`src/rtl/pba_pkg.sv`:
```
// Package for the page bitmap allocator: sizes, codes, state and control types.
// No dependencies; every other file of the block but pba_ram and the assertion header imports it.
`timescale 1ns / 1ps
`default_nettype none

package pba_pkg;

    localparam int unsigned MAX_PAGES  = 65536;
    localparam int unsigned WORD_W     = 64;
    localparam int unsigned BIT_IDX_W  = $clog2(WORD_W);
    localparam int unsigned MAP_WORDS  = (MAX_PAGES + WORD_W - 1) / WORD_W;
    localparam int unsigned WIDX_W     = $clog2(MAP_WORDS);
    localparam int unsigned CUR_W      = WIDX_W + 1;
    localparam int unsigned PAGE_W     = 16;
    localparam int unsigned TOTAL_W    = 17;
    localparam int unsigned COUNT_W    = 17;
    localparam int unsigned STATUS_W   = 2;
    localparam int unsigned APB_ADDR_W = 2;
    localparam int unsigned APB_DATA_W = 32;

    localparam logic [TOTAL_W-1:0]    PAGE_TOTAL_RST = TOTAL_W'(65536);
    localparam logic [COUNT_W-1:0]    COUNT_MAX      = '1;
    localparam logic [APB_ADDR_W-1:0] REG_PAGE_TOTAL = '0;

    localparam logic CMD_ALLOC = 1'b0;
    localparam logic CMD_FREE  = 1'b1;

    typedef enum logic [STATUS_W-1:0] {
        ST_DONE    = 2'd0,
        ST_IGNORED = 2'd1,
        ST_NO_PAGE = 2'd2
    } t_status;

    typedef enum logic [2:0] {
        S_CLEAR,
        S_IDLE,
        S_ALLOC_RD,
        S_ALLOC_EVAL,
        S_FREE_RD,
        S_FREE_EVAL,
        S_RESP
    } t_state;

    typedef enum logic [1:0] {
        RD_CUR,
        RD_NEXT,
        RD_PAGE
    } t_rd_sel;

    typedef struct packed {
        logic    clr_step;
        logic    take_item;
        logic    scan_next;
        logic    scan_wrap;
        logic    alloc_commit;
        logic    free_commit;
        logic    res_load;
        t_status res_status;
        logic    out_load;
        t_rd_sel rd_sel;
    } t_dp_cmd;

    typedef struct packed {
        logic clr_last;
        logic cur_in_range;
        logic next_in_range;
        logic pass2;
        logic hit;
        logic free_ok;
    } t_dp_stat;

endpackage

`default_nettype wire

```
`src/rtl/pba_ctrl.sv`:
```
// Controller of the page allocator: sequences clearing, word scans, frees and the
// response hand-off. Depends on pba_pkg; drives pba_dp through t_dp_cmd.
`timescale 1ns / 1ps
`default_nettype none

module pba_ctrl (
    input  logic              i_clk,
    input  logic              i_rst_n,
    input  logic              i_in_valid,
    input  logic              i_in_command,
    output logic              o_in_ready,
    output logic              o_out_valid,
    input  logic              i_out_ready,
    output pba_pkg::t_dp_cmd  o_cmd,
    input  pba_pkg::t_dp_stat i_stat
);
    import pba_pkg::*;

    t_state r_state;
    t_state n_state;
    logic   r_out_valid;
    logic   n_out_valid;

    always_ff @(posedge i_clk) begin
        if (!i_rst_n) begin
            r_state     <= S_CLEAR;
            r_out_valid <= 1'b0;
        end else begin
            r_state     <= n_state;
            r_out_valid <= n_out_valid;
        end
    end

    always_comb begin
        n_state    = r_state;
        o_cmd      = '0;
        o_cmd.rd_sel     = RD_CUR;
        o_cmd.res_status = ST_DONE;
        o_in_ready = 1'b0;

        unique case (r_state)
            S_CLEAR: begin
                o_cmd.clr_step = 1'b1;
                if (i_stat.clr_last) begin
                    n_state = S_IDLE;
                end
            end
            S_IDLE: begin
                o_in_ready = 1'b1;
                if (i_in_valid) begin
                    o_cmd.take_item = 1'b1;
                    n_state = (i_in_command == CMD_FREE) ? S_FREE_RD : S_ALLOC_RD;
                end
            end
            S_ALLOC_RD: begin
                o_cmd.rd_sel = RD_CUR;
                if (i_stat.cur_in_range) begin
                    n_state = S_ALLOC_EVAL;
                end else if (!i_stat.pass2) begin
                    o_cmd.scan_wrap = 1'b1;
                end else begin
                    o_cmd.res_load   = 1'b1;
                    o_cmd.res_status = ST_NO_PAGE;
                    n_state = S_RESP;
                end
            end
            S_ALLOC_EVAL: begin
                // The next word is fetched while this one is checked.
                o_cmd.rd_sel = RD_NEXT;
                if (i_stat.hit) begin
                    o_cmd.alloc_commit = 1'b1;
                    o_cmd.res_load     = 1'b1;
                    o_cmd.res_status   = ST_DONE;
                    n_state = S_RESP;
                end else if (i_stat.next_in_range) begin
                    o_cmd.scan_next = 1'b1;
                end else if (!i_stat.pass2) begin
                    o_cmd.scan_wrap = 1'b1;
                    n_state = S_ALLOC_RD;
                end else begin
                    o_cmd.res_load   = 1'b1;
                    o_cmd.res_status = ST_NO_PAGE;
                    n_state = S_RESP;
                end
            end
            S_FREE_RD: begin
                o_cmd.rd_sel = RD_PAGE;
                n_state = S_FREE_EVAL;
            end
            S_FREE_EVAL: begin
                o_cmd.res_load = 1'b1;
                if (i_stat.free_ok) begin
                    o_cmd.free_commit = 1'b1;
                    o_cmd.res_status  = ST_DONE;
                end else begin
                    o_cmd.res_status  = ST_IGNORED;
                end
                n_state = S_RESP;
            end
            S_RESP: begin
                if (!r_out_valid || i_out_ready) begin
                    o_cmd.out_load = 1'b1;
                    n_state = S_IDLE;
                end
            end
            default: begin
                n_state = S_CLEAR;
            end
        endcase
    end

    always_comb begin
        if (o_cmd.out_load) begin
            n_out_valid = 1'b1;
        end else if (i_out_ready) begin
            n_out_valid = 1'b0;
        end else begin
            n_out_valid = r_out_valid;
        end
    end

    assign o_out_valid = r_out_valid;
endmodule

`default_nettype wire

```
`config.mk`:
```
export PLATFORM = sky130hd
export DESIGN_NAME = pba_ctrl
export DESIGN_NICKNAME = d
export VERILOG_FILES = /design/src/rtl/pba_pkg.sv /design/src/rtl/pba_ctrl.sv
export SDC_FILE = /design/constraint.sdc
export NUM_CORES = 1
export LEC_CHECK = 0
export BUFFER_PORTS_ARGS = -buffer_cell sky130_fd_sc_hd__buf_2
export CORE_AREA = 2 2 39 41
export DETAILED_ROUTE_END_ITERATION = 10
export DIE_AREA = 0 0 41 43
export PLACE_DENSITY_LB_ADDON = 0.2
export SLEW_MARGIN = 20
export SYNTH_ARGS = -nofsm -noshare
export SYNTH_HDL_FRONTEND = slang
export SYNTH_SLANG_ARGS = --single-unit
```
`constraint.sdc`:
```
create_clock -name i_clk -period 1.3 [get_ports i_clk]
set_input_delay 0.26 -clock i_clk [delete_from_list [all_inputs] [get_ports i_clk]]
set_output_delay 0.26 -clock i_clk [all_outputs]
set_load 0.05 [all_outputs]
```
==> metrics <==
Cell Pwr Density=1264 nW/µm²; total die area=1763 µm²; Critical Path Fanout Max=4; Util after Layout=0.6926; skew final=5.350 ps; hold slack=334.8 ps; FP Rows=14; Tot GR Track Use=0.1667; Cells after Synth=63; clk sink count=4; crit path DAT=1250 ps; Routed wire per std cell=12.29 µm; failing checks=setup timing; register clock-pin slew on the reported worst setup and hold paths=40 ps; worst slew pin tran=236.6 ps; chip width=41 µm; vias in the first global route=528; starting density of the core=0.3327; Antenna diodes=0; Final Setup Violations=13; synth top area cells=dfxtp_1 (17%), nand3b_1 (6.5%), nor2_1 (5.7%); Max clock buf depth=2; Final ANT Viol Nets=0; post-synthesis cell area=460.4 µm²; number of port buffers=24; final worst slack=-214.6 ps; DRC=0; TritonCTS clock tree=yes; Max H-tree Level=1; commonest non-fill, non-tap cell in the layout=buf_6; cell taking the most area after synthesis=dfxtp_1; largest net degree at the start of global routing=12; Worst Path Required=1040 ps; Setup crit start kind=flip-flop; Avg Cell Area, Syn=7.309 µm²; Slew headroom=0.8406; via/cell ratio=5.033; Worst VDD drop=0.0005661 V; leading cell types in the layout, fill and taps excluded=buf_6 (17), buf_4 (13), buf_2 (11); Num CTS Buffers=3; DIE HEIGHT=43 µm; Pleak=0.4303 nW; Core Footprint=1384 µm²; Seq cells post-synth=4; clk_lat worst skew=240 ps; yosys warns=0; crit end category=primary output; fmax=660.3 MHz; GP Congestion=0.7871; Yosys cell types=29; CTS root buf=clkbuf_4; crit share post-route=1.165; Place WS=-194.6 ps; syn nets=74; Pre-Repair DR Iteration Count=4; Post-DP HPWL=930.8 µm; Yosys top cell area share=0.1739; final net count=117; vias after detailed routing=604; initial antenna violation count=0; Fillers=119; io pins=25; first-pass GRT wire length=2111 µm; GRT Residual Overflow=0; crit path kind=reg2out; final hold violation count=0; max-slew violation count=0; DR iter-0 viols=10; share of cells above drive strength 1=0.6923; unrepaired setup endpoints after global routing=yes; status=finished with violations; Area growth syn-to-layout=108.2%; Hold Path Class=in2reg; post-synthesis sequential area ratio=0.1739; Final Critical Period=1515 ps; DRT Wirelength=1475 µm; number of max-cap violations=0
-- metrics by stage --
step                instance area (µm²)  setup TNS [ps]  cells  power [W]
detailed placement                700.7           -1147    110  0.0008043
CTS                               862.1           -1688    117   0.001095
global route                      958.4           -2418    120   0.001280
finish                            958.4           -1880    120   0.001211
global placement                  700.7          -871.2    110  0.0007996
floorplan                         514.2           -1581     63  0.0006545
-- sequential cells by signal, summed over array words and instances, names as in the netlist --
| signal | count |
|---|---|
| r_state | 3 |
| o_out_valid | 1 |
-- critical path, stage by stage, from the launching register on --
cell	delay [ps]
dfxtp_4	360
nor2b_4	180
and2_4	150
and3b_2	190
buf_8	140
-- report_power, final --
part	internal (W)	leakage (nW)	switching [W]
clock network	0.000104	0.0138	0.0000553
logic	0.000419	0.381	0.000434
registers	0.000156	0.0353	0.0000429
-- cell type report --
| type | instances | area [µm²] | share of cell area |
|---|---|---|---|
| well taps | 16 | 20.02 | 0.02089 |
| clock buffers | 3 | 22.52 | 0.02350 |
| flip-flops and latches | 4 | 92.59 | 0.09661 |
| repair buffers | 44 | 389.1 | 0.4060 |
| multi-input cells | 49 | 419.2 | 0.4373 |
| inverters | 4 | 15.01 | 0.01567 |
-- per-layer routing --
layer,track usage,wire length [µm],up-vias
met4,0.04000,0,0
met2,0.2750,820,21
met5,0,0,-
li1,-,-,305
met1,0.2122,575,278
met3,0.03141,79,0
-- cell usage after synthesis (all sizes together) --
| cell type | count |
|---|---|
| a21boi | 2 |
| a22oi | 1 |
| nor2b | 3 |
| o21a | 2 |
| buf | 6 |
| and3b | 1 |
| a311oi | 1 |
| and3 | 1 |
| o2111ai | 1 |
| o21ai | 5 |
| nor3 | 3 |
| nand2 | 1 |
| o221ai | 1 |
| nand3b | 4 |
| inv | 4 |
| and2 | 3 |
| nor2 | 7 |
| nor3b | 3 |
| o22a | 1 |
| dfxtp | 4 |
| a21oi | 3 |
| nand2b | 3 |
| a31oi | 3 |
-- final timing paths --
path | depth (start not counted) | from | end | slack, ps
setup / recovery | 4 | r_state[1] | o_cmd[9] | -210
hold / removal | 2 | i_rst_n | r_state[0] | 330
setup reg to reg | 6 | r_state[0] | r_state[2] | 60
hold reg to reg | 2 | o_out_valid | o_out_valid | 520
-- cell families after synthesis --
family / synth area share
AND/OR/NAND/NOR: 0.3940
AO/OA/AOI/OAI: 0.2962
buffers and inverters: 0.1358
flip-flops: 0.1739
-- repair_timing --
action | CTS | global route
endpoints found under the hold margin | 0 | 0
hold buffers | 0 | 0
buffers inserted | 4 | 4
resized for setup | 35 | 20
setup endpoints to repair | 13 | 14
pin swaps | 3 | 10
Power figures use the tool's default switching activity.
